<file path="src/hdl/i2cm_pkg.sv">
// Shared types and codes for the I2C register access master.
package i2cm_pkg;

    // Command codes carried in the op field of an input beat
    localparam logic [1:0] OP_TICK  = 2'd0;
    localparam logic [1:0] OP_WRITE = 2'd1;
    localparam logic [1:0] OP_READ  = 2'd2;

    // Slave acknowledge report codes
    localparam logic [1:0] ACK_NONE = 2'd0;
    localparam logic [1:0] ACK_ACK  = 2'd1;
    localparam logic [1:0] ACK_NACK = 2'd2;

    // Reset value of the half-bit delay register
    localparam logic [15:0] DELAY_RESET = 16'd5;

    // One input beat
    typedef struct packed {
        logic [1:0] op;
        logic [6:0] slv_addr;
        logic [7:0] reg_index;
        logic [7:0] length;
        logic [7:0] wr_data;
        logic       sda_in;
    } i2cm_in_t;

    // One result beat
    typedef struct packed {
        logic       scl_out;
        logic       sda_out;
        logic       sda_drive;
        logic       busy_res;
        logic       wr_data_taken;
        logic [7:0] rd_data;
        logic       rd_valid;
        logic       rd_last;
        logic [1:0] ack_seen;
        logic       done_res;
        logic       rejected;
    } i2cm_res_t;

endpackage

</file>
<file path="src/hdl/i2cm_seq.sv">
// Bus sequencer: transaction state registers and the per-beat step logic.
module i2cm_seq #(
    parameter int DELAY_WIDTH = 16
) (
    input  logic                  aclk,
    input  logic                  aresetn,
    input  logic                  advance,
    input  i2cm_pkg::i2cm_in_t    item,
    input  logic [DELAY_WIDTH-1:0] delay_ticks,
    output i2cm_pkg::i2cm_res_t   res
);
    import i2cm_pkg::*;

    // Bus phases
    localparam logic [3:0] PH_IDLE   = 4'd0;
    localparam logic [3:0] PH_ST_A   = 4'd1;
    localparam logic [3:0] PH_ST_B   = 4'd2;
    localparam logic [3:0] PH_TX_LO  = 4'd3;
    localparam logic [3:0] PH_TX_HI  = 4'd4;
    localparam logic [3:0] PH_ACK_LO = 4'd5;
    localparam logic [3:0] PH_ACK_HI = 4'd6;
    localparam logic [3:0] PH_RX_LO  = 4'd7;
    localparam logic [3:0] PH_RX_HI  = 4'd8;
    localparam logic [3:0] PH_MA_LO  = 4'd9;
    localparam logic [3:0] PH_MA_HI  = 4'd10;
    localparam logic [3:0] PH_SP_A   = 4'd11;
    localparam logic [3:0] PH_SP_B   = 4'd12;
    localparam logic [3:0] PH_SP_C   = 4'd13;
    localparam logic [3:0] PH_RS_LO  = 4'd14;

    // Byte stages of a transaction
    localparam logic [1:0] STG_ADDR_W = 2'd0;
    localparam logic [1:0] STG_REG    = 2'd1;
    localparam logic [1:0] STG_WDATA  = 2'd2;
    localparam logic [1:0] STG_ADDR_R = 2'd3;

    typedef struct packed {
        logic [3:0]             phase;
        logic [DELAY_WIDTH-1:0] dcnt;
        logic [3:0]             bcnt;
        logic [7:0]             sbyte;
        logic [7:0]             ycnt;
        logic [7:0]             ytot;
        logic [6:0]             saddr;
        logic [7:0]             raddr;
        logic                   is_read;
        logic [1:0]             stage;
        logic                   scl;
        logic                   sda;
        logic                   oe;
    } seq_st_t;

    seq_st_t st_reg, st_next;
    seq_st_t st_rst;

    // Enter a phase: restart the delay counter and set the line levels
    function automatic seq_st_t enter_ph(seq_st_t s_in, logic [3:0] p);
        seq_st_t s;
        s       = s_in;
        s.phase = p;
        s.dcnt  = '0;
        unique case (p)
            PH_ST_A:   begin s.scl = 1'b1; s.sda = 1'b1; s.oe = 1'b1; end
            PH_ST_B:   begin s.scl = 1'b1; s.sda = 1'b0; s.oe = 1'b1; end
            PH_RS_LO:  begin s.scl = 1'b0; s.sda = 1'b1; s.oe = 1'b1; end
            PH_TX_LO:  begin s.scl = 1'b0; s.sda = s.sbyte[7]; s.oe = 1'b1; end
            PH_TX_HI:  s.scl = 1'b1;
            PH_ACK_LO: begin s.scl = 1'b0; s.sda = 1'b1; s.oe = 1'b0; end
            PH_ACK_HI: s.scl = 1'b1;
            PH_RX_LO:  begin s.scl = 1'b0; s.sda = 1'b1; s.oe = 1'b0; end
            PH_RX_HI:  s.scl = 1'b1;
            PH_MA_LO: begin
                s.scl = 1'b0;
                s.sda = (({1'b0, s.ycnt} + 9'd1) >= {1'b0, s.ytot});
                s.oe  = 1'b1;
            end
            PH_MA_HI:  s.scl = 1'b1;
            PH_SP_A:   begin s.scl = 1'b0; s.sda = 1'b0; s.oe = 1'b1; end
            PH_SP_B:   begin s.scl = 1'b1; s.sda = 1'b0; s.oe = 1'b1; end
            default: begin
                s.phase = PH_IDLE; s.scl = 1'b1; s.sda = 1'b1; s.oe = 1'b1;
            end
        endcase
        return s;
    endfunction

    // Load a byte for transmission
    function automatic seq_st_t send_byte(seq_st_t s_in, logic [7:0] b);
        seq_st_t s;
        s       = s_in;
        s.sbyte = b;
        s.bcnt  = '0;
        return enter_ph(s, PH_TX_LO);
    endfunction

    // Clear the shifter and start receiving a byte
    function automatic seq_st_t start_rx(seq_st_t s_in);
        seq_st_t s;
        s       = s_in;
        s.sbyte = '0;
        s.bcnt  = '0;
        return enter_ph(s, PH_RX_LO);
    endfunction

    logic [DELAY_WIDTH-1:0] d_eff;
    logic [DELAY_WIDTH-1:0] dcnt_inc;

    assign d_eff    = (delay_ticks == '0) ? {{(DELAY_WIDTH-1){1'b0}}, 1'b1} : delay_ticks;
    assign dcnt_inc = st_reg.dcnt + {{(DELAY_WIDTH-1){1'b0}}, 1'b1};

    // Reset state: bus idle with both lines high and driven
    always_comb begin
        st_rst       = '0;
        st_rst.phase = PH_IDLE;
        st_rst.scl   = 1'b1;
        st_rst.sda   = 1'b1;
        st_rst.oe    = 1'b1;
    end

    // One step of the sequencer per beat
    always_comb begin
        seq_st_t s;
        s   = st_reg;
        res = '0;
        if (item.op == OP_WRITE || item.op == OP_READ) begin
            if (st_reg.phase != PH_IDLE) begin
                res.rejected = 1'b1;
            end else begin
                s.saddr   = item.slv_addr;
                s.raddr   = item.reg_index;
                s.ytot    = item.length;
                s.ycnt    = '0;
                s.is_read = (item.op == OP_READ);
                s.stage   = STG_ADDR_W;
                s         = enter_ph(s, PH_ST_A);
            end
        end else if (st_reg.phase != PH_IDLE) begin
            s.dcnt = dcnt_inc;
            if (dcnt_inc >= d_eff) begin
                unique case (st_reg.phase)
                    PH_RS_LO:  s = enter_ph(s, PH_ST_A);
                    PH_ST_A:   s = enter_ph(s, PH_ST_B);
                    PH_ST_B:   s = send_byte(s, {s.saddr, (s.stage == STG_ADDR_R)});
                    PH_TX_LO:  s = enter_ph(s, PH_TX_HI);
                    PH_TX_HI: begin
                        s.sbyte = {s.sbyte[6:0], 1'b0};
                        s.bcnt  = s.bcnt + 4'd1;
                        s = (s.bcnt >= 4'd8) ? enter_ph(s, PH_ACK_LO) : enter_ph(s, PH_TX_LO);
                    end
                    PH_ACK_LO: s = enter_ph(s, PH_ACK_HI);
                    PH_ACK_HI: begin
                        res.ack_seen = item.sda_in ? ACK_NACK : ACK_ACK;
                        unique case (s.stage)
                            STG_ADDR_W: begin
                                s.stage = STG_REG;
                                s = send_byte(s, s.raddr);
                            end
                            STG_REG: begin
                                if (s.is_read) begin
                                    s.stage = STG_ADDR_R;
                                    s = enter_ph(s, PH_RS_LO);
                                end else if (s.ytot == '0) begin
                                    s = enter_ph(s, PH_SP_A);
                                end else begin
                                    s.stage = STG_WDATA;
                                    s.ycnt  = '0;
                                    res.wr_data_taken = 1'b1;
                                    s = send_byte(s, item.wr_data);
                                end
                            end
                            STG_WDATA: begin
                                s.ycnt = s.ycnt + 8'd1;
                                if (s.ycnt >= s.ytot) begin
                                    s = enter_ph(s, PH_SP_A);
                                end else begin
                                    res.wr_data_taken = 1'b1;
                                    s = send_byte(s, item.wr_data);
                                end
                            end
                            default: begin
                                s.ycnt = '0;
                                s = (s.ytot == '0) ? enter_ph(s, PH_SP_A) : start_rx(s);
                            end
                        endcase
                    end
                    PH_RX_LO:  s = enter_ph(s, PH_RX_HI);
                    PH_RX_HI: begin
                        s.sbyte = {s.sbyte[6:0], item.sda_in};
                        s.bcnt  = s.bcnt + 4'd1;
                        if (s.bcnt >= 4'd8) begin
                            res.rd_valid = 1'b1;
                            res.rd_data  = s.sbyte;
                            res.rd_last  = (({1'b0, s.ycnt} + 9'd1) >= {1'b0, s.ytot});
                            s = enter_ph(s, PH_MA_LO);
                        end else begin
                            s = enter_ph(s, PH_RX_LO);
                        end
                    end
                    PH_MA_LO:  s = enter_ph(s, PH_MA_HI);
                    PH_MA_HI: begin
                        s.ycnt = s.ycnt + 8'd1;
                        s = (s.ycnt >= s.ytot) ? enter_ph(s, PH_SP_A) : start_rx(s);
                    end
                    PH_SP_A:   s = enter_ph(s, PH_SP_B);
                    PH_SP_B: begin
                        // raise SDA while SCL is high: the STOP condition
                        s.scl   = 1'b1;
                        s.sda   = 1'b1;
                        s.oe    = 1'b1;
                        s.phase = PH_SP_C;
                        s.dcnt  = '0;
                    end
                    default: begin
                        res.done_res = 1'b1;
                        s = enter_ph(s, PH_IDLE);
                    end
                endcase
            end
        end
        st_next = s;

        // Line levels after this beat
        res.scl_out   = s.scl;
        res.sda_out   = s.oe ? s.sda : 1'b1;
        res.sda_drive = s.oe;
        res.busy_res  = (s.phase != PH_IDLE);
    end

    // State update on each processed beat
    always_ff @(posedge aclk) begin
        if (!aresetn) begin
            st_reg <= st_rst;
        end else if (advance) begin
            st_reg <= st_next;
        end
    end

endmodule

</file>
<file path="src/hdl/i2c_register_access_master.sv">
// Top level of the I2C register access master: beat registers, delay register, sequencer.
//
//  channel | ports                      | direction | content
//  --------+----------------------------+-----------+--------------------------------
//  input   | s_valid s_ready s_item     | in        | tick or begin command, SDA sample
//  result  | m_valid m_ready m_res      | out       | line levels, status, read byte
//  config  | cfg_valid cfg_ready cfg_data | in      | half-bit delay in ticks
//
// Each input beat is captured in an input register and then processed into the
// result register, so one beat per cycle is sustained while the result is not
// stalled. The step logic is the phase sequencer, one small step per beat. A
// stalled result holds the input register, which then backpressures s_ready.
// Reset sets the bus lines high and idle and the delay register to 5;
// cfg_ready is always high.
module i2c_register_access_master #(
    parameter int DELAY_WIDTH = 16
) (
    input  logic                aclk,
    input  logic                aresetn,
    input  logic                s_valid,
    output logic                s_ready,
    input  i2cm_pkg::i2cm_in_t  s_item,
    output logic                m_valid,
    input  logic                m_ready,
    output i2cm_pkg::i2cm_res_t m_res,
    input  logic                cfg_valid,
    output logic                cfg_ready,
    input  logic [15:0]         cfg_data
);
    import i2cm_pkg::*;

    logic                   in_vld_reg;
    i2cm_in_t               in_reg;
    logic                   out_vld_reg;
    i2cm_res_t              out_reg;
    logic [DELAY_WIDTH-1:0] delay_reg;
    logic [DELAY_WIDTH-1:0] delay_next;
    logic [DELAY_WIDTH-1:0] delay_rst;
    logic [47:0]            cfg_ext;
    logic [47:0]            rst_ext;
    logic                   fire;
    i2cm_res_t              step_res;

    // Process a beat when the result slot is free or draining
    assign fire      = in_vld_reg && (!out_vld_reg || m_ready);
    assign s_ready   = !in_vld_reg || fire;
    assign cfg_ready = 1'b1;
    assign m_valid   = out_vld_reg;
    assign m_res     = out_reg;

    // Fit the 16-bit register value to the delay counter width
    assign cfg_ext    = {32'd0, cfg_data};
    assign rst_ext    = {32'd0, DELAY_RESET};
    assign delay_next = cfg_ext[DELAY_WIDTH-1:0];
    assign delay_rst  = rst_ext[DELAY_WIDTH-1:0];

    i2cm_seq #(
        .DELAY_WIDTH(DELAY_WIDTH)
    ) u_seq (
        .aclk        (aclk),
        .aresetn     (aresetn),
        .advance     (fire),
        .item        (in_reg),
        .delay_ticks (delay_reg),
        .res         (step_res)
    );

    // Input beat register
    always_ff @(posedge aclk) begin
        if (!aresetn) begin
            in_vld_reg <= 1'b0;
        end else if (s_ready) begin
            in_vld_reg <= s_valid;
        end
    end

    always_ff @(posedge aclk) begin
        if (s_valid && s_ready) begin
            in_reg <= s_item;
        end
    end

    // Result beat register
    always_ff @(posedge aclk) begin
        if (!aresetn) begin
            out_vld_reg <= 1'b0;
        end else if (fire) begin
            out_vld_reg <= 1'b1;
        end else if (m_ready) begin
            out_vld_reg <= 1'b0;
        end
    end

    always_ff @(posedge aclk) begin
        if (fire) begin
            out_reg <= step_res;
        end
    end

    // Delay register
    always_ff @(posedge aclk) begin
        if (!aresetn) begin
            delay_reg <= delay_rst;
        end else if (cfg_valid && cfg_ready) begin
            delay_reg <= delay_next;
        end
    end

    // An idle bus keeps both lines high and driven
    a_idle_lines: assert property (@(posedge aclk) disable iff (!aresetn)
        m_valid && !m_res.busy_res |-> m_res.scl_out && m_res.sda_out && m_res.sda_drive)
        else $error("idle result with bus lines not released high");

    // A rejected command only happens while a transaction runs
    a_reject_busy: assert property (@(posedge aclk) disable iff (!aresetn)
        m_valid && m_res.rejected |-> m_res.busy_res)
        else $error("command rejected while idle");

    // After a byte is received the master drives its acknowledge with SCL low
    a_rx_master_ack: assert property (@(posedge aclk) disable iff (!aresetn)
        m_valid && m_res.rd_valid |-> m_res.sda_drive && !m_res.scl_out)
        else $error("received byte without master acknowledge phase");

    // A stalled result holds the pending input beat back
    a_stall_hold: assert property (@(posedge aclk) disable iff (!aresetn)
        in_vld_reg && out_vld_reg && !m_ready |=> in_vld_reg && $stable(in_reg))
        else $error("pending input beat lost during result stall");

endmodule
</file>
<file path="config.mk">
export PLATFORM = sky130hd
export DESIGN_NAME = i2c_register_access_master
export DESIGN_NICKNAME = d
export VERILOG_FILES = /design/src/hdl/i2cm_pkg.sv /design/src/hdl/i2cm_seq.sv /design/src/hdl/i2c_register_access_master.sv
export SDC_FILE = /design/constraint.sdc
export NUM_CORES = 1
export LEC_CHECK = 0
export CAP_MARGIN = 10
export CORE_ASPECT_RATIO = 0.6
export CORE_UTILIZATION = 45
export DETAILED_ROUTE_END_ITERATION = 8
export DONT_BUFFER_PORTS = 1
export HOLD_SLACK_MARGIN = 0.05
export PLACE_DENSITY = 0.66
export SKIP_CTS_REPAIR_TIMING = 1
export SLEW_MARGIN = 20
export SYNTH_ARGS = -nofsm -noshare
export SYNTH_HDL_FRONTEND = slang
export SYNTH_SLANG_ARGS = --single-unit
</file>
<file path="constraint.sdc">
create_clock -name aclk -period 3.87 [get_ports aclk]
set_clock_uncertainty 0.2 [all_clocks]
set_input_delay 0.387 -clock aclk [delete_from_list [all_inputs] [get_ports aclk]]
set_output_delay 0.387 -clock aclk [all_outputs]
set_load 0.02 [all_outputs]
</file>
==> parameters.txt, run 1 <==
Parameter                              Value

Status
  Status    finished clean

Critical path
  Arrival time at the worst endpoint    3.68 ns
  Class of the most critical setup path    reg -> reg
  Required time of the worst setup path    3.85 ns
  Critical path launch point type    flop
  Gate family responsible for the most delay along the worst path    compound AO/OA/AOI/OAI gates
  Worst Path Buf+Inv    3
  Dominant cell type by count on the critical path    buf_4
  Endpoint type of the worst setup path    flop
  Worst-path cell with the longest stage delay    dfxtp_1
  Highest fanout seen on the critical path    8
  Stage delay of the slowest cell on the critical path    roughly 0.38 ns
  Ordered list of cells on the worst path    ha_1 -> nand3_1 -> nor4_2 -> buf_4 -> xor2_1 -> ha_1 -> a21oi_1 -> nand2_1 -> a211oi_2 -> a21oi_2 -> buf_4 -> o21ai_1 -> nor3_2 -> buf_4 -> and2_1

STA
  Worst rel slew slack    0.252
  Least-Margin Pin Slew    1.11 ns
  Post-Route Setup TNS    0 ns
  Period utilisation layout    0.956
  Final number of setup-violating endpoints    0
  Highest attainable clock frequency    270 MHz
  Crit path time final    3.70 ns
  Number of hold-slack violations in the final timing report    0
  Final slew viol count    0

Final layout
  Final net count    about 900
  Antenna cell count    0
  Count of filler cells inserted in the layout    1268
  Post-route non-filler standard cell count    999
  Fraction of layout instances using a drive strength above 1    0.105
  Layout area overhead    22.0%
  Max reg flops    68

Clocking
  TritonCTS clock tree    done
  Number of CTS-inserted buffers    17
  Number of H-tree levels    4
  Clock sink count    139
  Clk_lat worst skew    0.43 ns
  Number of buffers on the longest clock path    2
  Clock slew at reported path FFs    around 0.07 ns
  Root Buffer Master    clkbuf_16

GRT
  Antenna violations before repair    0
  Vias in the first global route    5137
  Pin count of the biggest net entering global routing    35
  Global-route wire length before repair    roughly 27 mm
  Total grt overflow    0
  Global router's overall resource usage    0.226

Detailed routing
  Detailed-route wire length    18.8 mm
  Number of vias after detailed routing    5901
  Remaining antenna violation count after routing    0
  DR vias/cell    5.91
  Wire length per cell after detailed routing    18.8 µm
  Detailed-router iteration count before antenna repair    6
  Post-route DRC violation count    0
  Number of DRC markers after the initial detailed-route iteration    555

Synthesis
  Register bit total from synthesis    139
  Syn_nets    about 800
  Warnings from Yosys    0
  Synthesized instance count    717
  Most area-hungry cell type in the Yosys netlist    dfxtp_1
  Avg Cell Area, Syn    9.70 µm²
  Count of cell types in the netlist    71
  Predominant post-synthesis flop cell    dfxtp_1
  Top cells by area, synth    dfxtp_1 25%, edfxtp_1 23%, ha_1 6.5%
  Area of the mapped netlist    around 7000 µm²
  Asr flop ratio synth    0
  Count of flip-flops with a built-in enable after synthesis    53
  Fraction of the yosys area taken by sequential cells    0.476
  Area share of the leading cell type in the synthesized netlist    0.248

Pwr
  Leakage power    3.30 nW
  VDD IR max    254 µV
  Power density of the placed cells    between 400 and 500 nW/µm²

Placement
  HPWL after detailed placement    13.0 mm
  # placed instances    910
  Number of buffer cells added on primary ports    0
  Gpl congestion    0.930

Run
  Count of max-cap constraint violations    0

Die
  Die H    98.3 µm
  Die Span X    ~160 µm
  Total number of placement rows    34
  Initial standard-cell utilization of the core    0.470
  Area of the core    14800 µm²
  Io pins    77
  Area of the die    around 16000 µm²

Min path
  Hold/Removal Path Class    in -> reg
-- cells by family (layout without fill, tap and decap cells) --
group | after synthesis | after routing | synth area share
AO/OA/AOI/OAI | 193 | 193 | 0.192
XOR/XNOR | 20 | 20 | 0.0252
adder cells (fa/ha/maj) | 36 | 36 | 0.0648
buffers and inverters | 69 | 153 | 0.0407
flip-flops | 139 | 139 | 0.476
multiplexers | 19 | 19 | 0.0277
other | 1 | 1 | 0.000539
AND/OR/NAND/NOR | 240 | 240 | 0.173
-- worst paths after layout --
path	slack, ns	cells after the start	to	startpoint
max reg2reg	0.17	15	m_res[8]	u_seq.st_reg[50]
min	0.05	2	u_seq.st_reg[29]	aresetn
min reg2reg	0.28	1	u_seq.st_reg[37]	u_seq.st_reg[37]
max	0.17	15	m_res[8]	u_seq.st_reg[50]
-- power breakdown --
group          switching (mW)  internal, mW
logic                   0.142        0.0982
clock network           0.744         0.927
registers              0.0386          1.57
-- cells in the final DEF (no fill, tap or decap), drive strengths merged, types with 14 or more instances in the layout --
master       netlist  final
a21oi             32     32
ha                36     36
inv               37     46
nand3             33     33
buf                7     27
edfxtp            53     53
nand2             60     60
dfxtp             86     86
a21o              14     14
nor2              65     65
mux2i             17     17
o21ai             38     38
clkbuf            22     17
dlygate4sd3        0     54
a22oi             30     30
-- synthesized netlist by cell type (all sizes together) (7+ instances only) --
| cell type | count |
|---|---|
| nor3 | 13 |
| clkbuf | 22 |
| a21oi | 32 |
| ha | 36 |
| o2bb2ai | 8 |
| nor4 | 12 |
| buf | 7 |
| edfxtp | 53 |
| o211ai | 8 |
| nor2 | 65 |
| nor2b | 7 |
| xnor2 | 10 |
| a21o | 14 |
| inv | 37 |
| mux2i | 17 |
| a22oi | 30 |
| nand2b | 12 |
| nand3 | 33 |
| dfxtp | 86 |
| o21ai | 38 |
| nand2 | 60 |
| a211oi | 9 |
| xor2 | 10 |
| and2 | 11 |
| o21a | 7 |
-- layer usage --
layer,up-vias,part of all wire,track usage
met1,2835,0.48,0.342
met5,-,0,0
li1,2776,-,-
met3,23,0.099,0.0837
met2,267,0.41,0.293
met4,0,0.012,0.0668
-- through the flow --
stage                     hold slack [ns]  utilization  cell area [µm²]  total power, mW  worst slack (ns)
after CTS                          -0.181        0.531             7870             3.46           -0.0762
after floorplan                     0.239            -             6950             1.76             0.130
after global routing               0.0598        0.573             8480             3.62           -0.0169
after detailed placement            0.263        0.491             7260             1.81           -0.0753
final                              0.0544        0.573             8480             3.51             0.172
after global placement              0.263        0.491             7260             1.81             0.162
-- area by class of cell --
cell class                      instances  area (µm²)  area share
Clock buffer                           17         425      0.0502
Clock inverter                         15         178      0.0209
Inverter                               40         151      0.0178
Multi-Input combinational cell        509        3400       0.401
Sequential cell                       139        3310       0.391
Tap cell                              198         248      0.0292
Timing Repair Buffer                   81         768      0.0906
Note: power is estimated with default switching activity, not from simulation.
==> run 2, diff against run 1 <==
==> constraint.sdc (replaced) <==
create_clock -name aclk -period 3.87 [get_ports aclk]
set_clock_uncertainty 0.2 [all_clocks]
set_input_delay 0.5805 -clock aclk [delete_from_list [all_inputs] [get_ports aclk]]
set_output_delay 0.5805 -clock aclk [all_outputs]
set_load 0.02 [all_outputs]
==> parameters.txt, run 2 (synthesis gave the netlist of run 1 again) <==
Parameter                              Value

Status
  Status    finished clean (unchanged)

GRT
  Pin count of the biggest net entering global routing    35 (unchanged)
  Vias in the first global route    5137 (unchanged)
  Global-route wire length before repair    27.5 mm (unchanged)
  Antenna violations before repair    0 (unchanged)
  Global router's overall resource usage    0.226 (unchanged)
  Total grt overflow    0 (unchanged)

Die
  Die Span X    162 µm (unchanged)
  Total number of placement rows    34 (unchanged)
  Area of the die    16000 µm² (unchanged)
  Area of the core    14800 µm² (unchanged)
  Initial standard-cell utilization of the core    0.470 (unchanged)
  Io pins    77 (unchanged)
  Die H    98.3 µm (unchanged)

Pwr
  VDD IR max    251 µV (was 254 µV)
  Total design power    3.48 mW (was 3.51 mW)
  Power density of the placed cells    421 nW/µm² (was 414 nW/µm²)
  Leakage power    3.22 nW (was 3.30 nW)

Critical path
  Required time of the worst setup path    3.85 ns (about the same)
  Class of the most critical setup path    reg -> reg (unchanged)
  Arrival time at the worst endpoint    3.66 ns (was 3.68 ns)
  Start point of the critical path    u_seq.st_reg[50] (unchanged)
  Highest fanout seen on the critical path    8 (unchanged)
  Endpoint type of the worst setup path    flop (unchanged)
  Critical path launch point type    flop (unchanged)
  Launch instance of the worst register-to-register path    u_seq.st_reg[50] (unchanged)

Clocking
  Number of CTS-inserted buffers    17 (unchanged)
  Clk_lat worst skew    0.43 ns (about the same)
  Clock slew at reported path FFs    0.06 ns (was 0.07 ns)
  Number of H-tree levels    4 (unchanged)
  Clock sink count    139 (unchanged)
  TritonCTS clock tree    done (unchanged)
  Number of buffers on the longest clock path    2 (unchanged)
  Root Buffer Master    clkbuf_16 (unchanged)

Placement
  Gpl congestion    0.930 (unchanged)
  Number of buffer cells added on primary ports    0 (unchanged)
  Placed Instance Area    7260 µm² (unchanged)
  HPWL after detailed placement    13.0 mm (unchanged)

STA
  Crit path time final    3.67 ns (was 3.70 ns)
  Number of hold-slack violations in the final timing report    0 (unchanged)
  Period utilisation layout    0.950 (was 0.956)
  Highest attainable clock frequency    272 MHz (was 270 MHz)
  Worst rel slew slack    0.288 (was 0.252)
  Least-Margin Pin Slew    1.06 ns (was 1.11 ns)
  Final slew viol count    0 (unchanged)
  Worst hold margin    0.0683 ns (was 0.0544 ns)
  Final number of setup-violating endpoints    0 (unchanged)

Final layout
  Antenna cell count    0 (unchanged)
  Commonest non-fill, non-tap cells in the layout    86 x dfxtp_1, 63 x nor2_1, 58 x nand2_1 (unchanged)
  Final net count    859 (was 879)
  Max reg flops    68 (unchanged)
  Layout area overhead    18.9% (was 22.0%)
  Cell area after layout    8270 µm² (was 8480 µm²)
  Fraction of layout instances using a drive strength above 1    0.106 (was 0.105)
  Most common library cell in the layout ignoring fill and taps    dfxtp_1 (unchanged)

Detailed routing
  DR vias/cell    5.89 (was 5.91)
  Detailed-router iteration count before antenna repair    5 (was 6)
  Post-route DRC violation count    0 (unchanged)
  Detailed-route wire length    18.4 mm (was 18.8 mm)
  Number of vias after detailed routing    5767 (was 5901)
  Wire length per cell after detailed routing    18.8 µm (about the same)
  Remaining antenna violation count after routing    0 (unchanged)
  Number of DRC markers after the initial detailed-route iteration    619 (was 555)

Min path
  Hold/Removal Path Class    in -> reg (unchanged)
  Hold Path Origin    aresetn (unchanged)

Run
  Count of max-cap constraint violations    0 (unchanged)
run 2: cell count changes in the layout (fill, tap and decap cells not counted), sizes merged:
cell | previous run | this run
dlygate4sd3 | 54 | 35
buf | 27 | 26
run 2: routing by layer:
metal,part of all wire,track usage
met1,0.47,0.342
met2,0.40,0.293
met3,0.11,0.0837
met4,0.011,0.0668
met5,0,0
run 2: worst paths after layout:
path                                         end  slack, ns  depth (start not counted)
worst max-delay path                   m_res[10]       0.20                         15
worst min-delay path             u_seq.st_reg[0]       0.07                          1
worst max register to register         m_res[10]       0.20                         15
worst min register to register  u_seq.st_reg[37]       0.28                          1
run 2: through the flow:
step,TNS [ns],setup WS (ns),utilization,std cells
detailed placement,-0.104,-0.0753,0.491,910
floorplan,0,0.130,-,717
global placement,0,0.162,0.491,910
CTS,-0.102,-0.0762,0.531,942
finish,0,0.195,0.559,979
global route,-0.0604,-0.0169,0.559,979
run 2: final cells by class:
cell class | instances | area [µm²]
clock buffers | 17 | 425
clock inverters | 15 | 178
fillers | 1300 | 6530
inverters | 40 | 151
multi-input cells | 509 | 3400
flip-flops and latches | 139 | 3310
well taps | 198 | 248
repair buffers | 61 | 558
run 2: where the power goes:
group          total, mW  switching, mW  internal (mW)  leakage (nW)
logic              0.212          0.129         0.0832          1.72
registers           1.60         0.0380           1.57          1.20
clock network       1.67          0.742          0.927         0.295
run 2: worst max-delay path, stage by stage (launching register included):
cell      delay, ns
dfxtp_1        0.38
ha_1           0.23
nand3_1        0.13
nor4_2         0.32
buf_4          0.19
xor2_1         0.16
ha_1           0.27
a21oi_1        0.15
nand2_1        0.08
a211oi_2       0.31
a21oi_2        0.11
buf_4          0.15
o21ai_1        0.29
nor3_2         0.09
buf_4          0.20
and2_1         0.16
==> run 3, diff against run 2 <==
--- a/config.mk
+++ b/config.mk
@@ -6,12 +6,14 @@
 export NUM_CORES = 1
 export LEC_CHECK = 0
 export CAP_MARGIN = 10
+export CELL_PAD_IN_SITES_DETAIL_PLACEMENT = 2
+export CELL_PAD_IN_SITES_GLOBAL_PLACEMENT = 2
 export CORE_ASPECT_RATIO = 0.6
-export CORE_UTILIZATION = 45
+export CORE_UTILIZATION = 36
 export DETAILED_ROUTE_END_ITERATION = 8
 export DONT_BUFFER_PORTS = 1
 export HOLD_SLACK_MARGIN = 0.05
-export PLACE_DENSITY = 0.66
+export PLACE_DENSITY = 0.79
 export SKIP_CTS_REPAIR_TIMING = 1
 export SLEW_MARGIN = 20
 export SYNTH_ARGS = -nofsm -noshare
==> constraint.sdc (replaced) <==
create_clock -name aclk -period 3.87 [get_ports aclk]
set_clock_uncertainty 0.2 [all_clocks]
set_input_delay 0 -clock aclk [delete_from_list [all_inputs] [get_ports aclk]]
set_output_delay 0 -clock aclk [all_outputs]
set_load 0.02 [all_outputs]
==> parameters.txt, run 3 (synthesis gave the netlist of run 1 again) <==
Parameter                              Value

Status
  Status    finished, violations left (was finished clean)
  Violations in the final reports    negative setup slack

Placement
  # placed instances    951 (was 910)
  Number of buffer cells added on primary ports    0 (unchanged)
  HPWL after detailed placement    16.8 mm (was 13.0 mm)
  Gpl congestion    0.875 (was 0.930)
  Placed Instance Area    7310 µm² (was 7260 µm²)

Die
  Die Span X    181 µm (was 162 µm)
  Io pins    77 (unchanged)
  Die H    110 µm (was 98.3 µm)
  Area of the die    19900 µm² (was 16000 µm²)
  Initial standard-cell utilization of the core    0.376 (was 0.470)
  Area of the core    18500 µm² (was 14800 µm²)
  Total number of placement rows    38 (was 34)

Detailed routing
  DR vias/cell    6.12 (was 5.89)
  Detailed-router iteration count before antenna repair    6 (was 5)
  Wire length per cell after detailed routing    28.2 µm (was 18.8 µm)
  Remaining antenna violation count after routing    0 (unchanged)
  Post-route DRC violation count    0 (unchanged)
  Number of DRC markers after the initial detailed-route iteration    630 (was 619)
  Number of vias after detailed routing    6600 (was 5767)
  Detailed-route wire length    30.3 mm (was 18.4 mm)

Clocking
  TritonCTS clock tree    done (unchanged)
  Clock slew at reported path FFs    0.08 ns (was 0.06 ns)
  Number of buffers on the longest clock path    2 (unchanged)
  Clock sink count    139 (unchanged)
  Number of H-tree levels    4 (unchanged)
  Root Buffer Master    clkbuf_16 (unchanged)
  Clk_lat worst skew    0.45 ns (was 0.43 ns)
  Number of CTS-inserted buffers    17 (unchanged)

STA
  Crit path time final    4.14 ns (was 3.67 ns)
  Highest attainable clock frequency    242 MHz (was 272 MHz)
  Period utilisation layout    1.07 (was 0.950)
  Number of hold-slack violations in the final timing report    0 (unchanged)
  Final slew viol count    0 (unchanged)
  Worst rel slew slack    0.220 (was 0.288)
  Final number of setup-violating endpoints    44 (was 0)
  Setup slack of the critical path after layout    -0.266 ns (was 0.195 ns)
  Least-Margin Pin Slew    1.16 ns (was 1.06 ns)

GRT
  Global Route met1 Usage    0.328 (was 0.342)
  Total grt overflow    0 (unchanged)
  Pin count of the biggest net entering global routing    35 (unchanged)
  Global-route wire length before repair    35.3 mm (was 27.5 mm)
  Antenna violations before repair    0 (unchanged)
  GRT met3 Usage    0.0593 (was 0.0837)
  Vias in the first global route    6090 (was 5137)
  Busiest layer in global routing    met2 (was met1)
  Global router's overall resource usage    0.240 (was 0.226)
  Met2 track demand over resource    0.373 (was 0.293)

Run
  Count of max-cap constraint violations    0 (unchanged)

Final layout
  Area used by multi-input combinational logic    3450 µm² (was 3400 µm²)
  Layout area overhead    28.4% (was 18.9%)
  Post-route non-filler standard cell count    1078 (was 979)
  Fraction of layout instances using a drive strength above 1    0.107 (was 0.106)
  Final net count    916 (was 859)
  Max reg flops    68 (unchanged)
  Commonest non-fill, non-tap cells in the layout    90 x dlygate4sd3_1, 84 x dfxtp_1, 63 x nor2_1 (was 86 x dfxtp_1, 63 x nor2_1, 58 x nand2_1)
  Area taken by flip-flops and latches    3320 µm² (was 3310 µm²)
  Cell area after layout    8930 µm² (was 8270 µm²)
  Antenna cell count    0 (unchanged)
  Count of filler cells inserted in the layout    1873 (was 1300)
  Most common library cell in the layout ignoring fill and taps    dlygate4sd3_1 (was dfxtp_1)

Min path
  Hold Path Origin    cfg_data[7] (was aresetn)
  Hold/Removal Path Class    in -> reg (unchanged)
  Worst Hold Depth    3 (was 1)

Pwr
  Power density of the placed cells    404 nW/µm² (was 421 nW/µm²)
  VDD IR max    305 µV (was 251 µV)
  Total design power    3.61 mW (was 3.48 mW)
  Leakage power    3.48 nW (was 3.22 nW)

Critical path
  Endpoint type of the worst setup path    flop (unchanged)
  Count of cells along the worst register-to-register path    14 (was 15)
  Class of the most critical setup path    reg -> reg (unchanged)
  Start point of the critical path    u_seq.st_reg[54] (was u_seq.st_reg[50])
  Required time of the worst setup path    4.01 ns (was 3.85 ns)
  Launch instance of the worst register-to-register path    u_seq.st_reg[54] (was u_seq.st_reg[50])
  Arrival time at the worst endpoint    4.28 ns (was 3.66 ns)
  Highest fanout seen on the critical path    5 (was 8)
  Critical path launch point type    flop (unchanged)
## run 3: area by class of cell
type	count	area share
Multi-Input combinational cell	509	0.386
Sequential cell	139	0.371
Timing Repair Buffer	118	0.128
Clock buffer	19	0.0496
Tap cell	240	0.0336
Inverter	40	0.0169
Clock inverter	13	0.0148
## run 3: per-layer routing
| metal | wire length, µm | vias to the layer above |
|---|---|---|
| met1 | 13400 | 3354 |
| met4 | 826 | 0 |
| met5 | 0 | - |
| li1 | - | 2872 |
| met3 | 2000 | 69 |
| met2 | 14100 | 305 |
## run 3: where the power goes
part | internal [mW] | switching, mW
logic | 0.127 | 0.192
clock network | 0.920 | 0.765
registers | 1.57 | 0.0423
## run 3: path summary, 6_finish.rpt
kind / endpoint / slack [ns]
max: u_seq.st_reg[34] / -0.27
min: delay_reg[7] / 0.07
max reg2reg: u_seq.st_reg[34] / -0.27
min reg2reg: u_seq.st_reg[27] / 0.28
## run 3: per-stage QoR
stage	setup TNS [ns]	util	hold WS (ns)	worst slack, ns
global placement	0	0.395	-0.130	0.148
floorplan	0	-	-0.101	0.130
detailed placement	-0.164	0.395	-0.128	-0.0437
finish	-5.01	0.483	0.0659	-0.266
CTS	-1.18	0.426	-0.596	-0.196
global route	-13.45	0.483	0.0841	-0.439
## run 3: worst max-delay path, stage by stage, from the launching register on
cell,delay (ns)
dfxtp_1,0.54
nand2_1,0.20
nor4_4,0.30
nand3_1,0.20
buf_4,0.20
nor3_1,0.27
xor2_1,0.29
ha_1,0.33
a21oi_1,0.21
o21a_1,0.23
nand2_1,0.13
o21ai_1,0.38
buf_4,0.23
nand3_1,0.13
o21ai_1,0.20
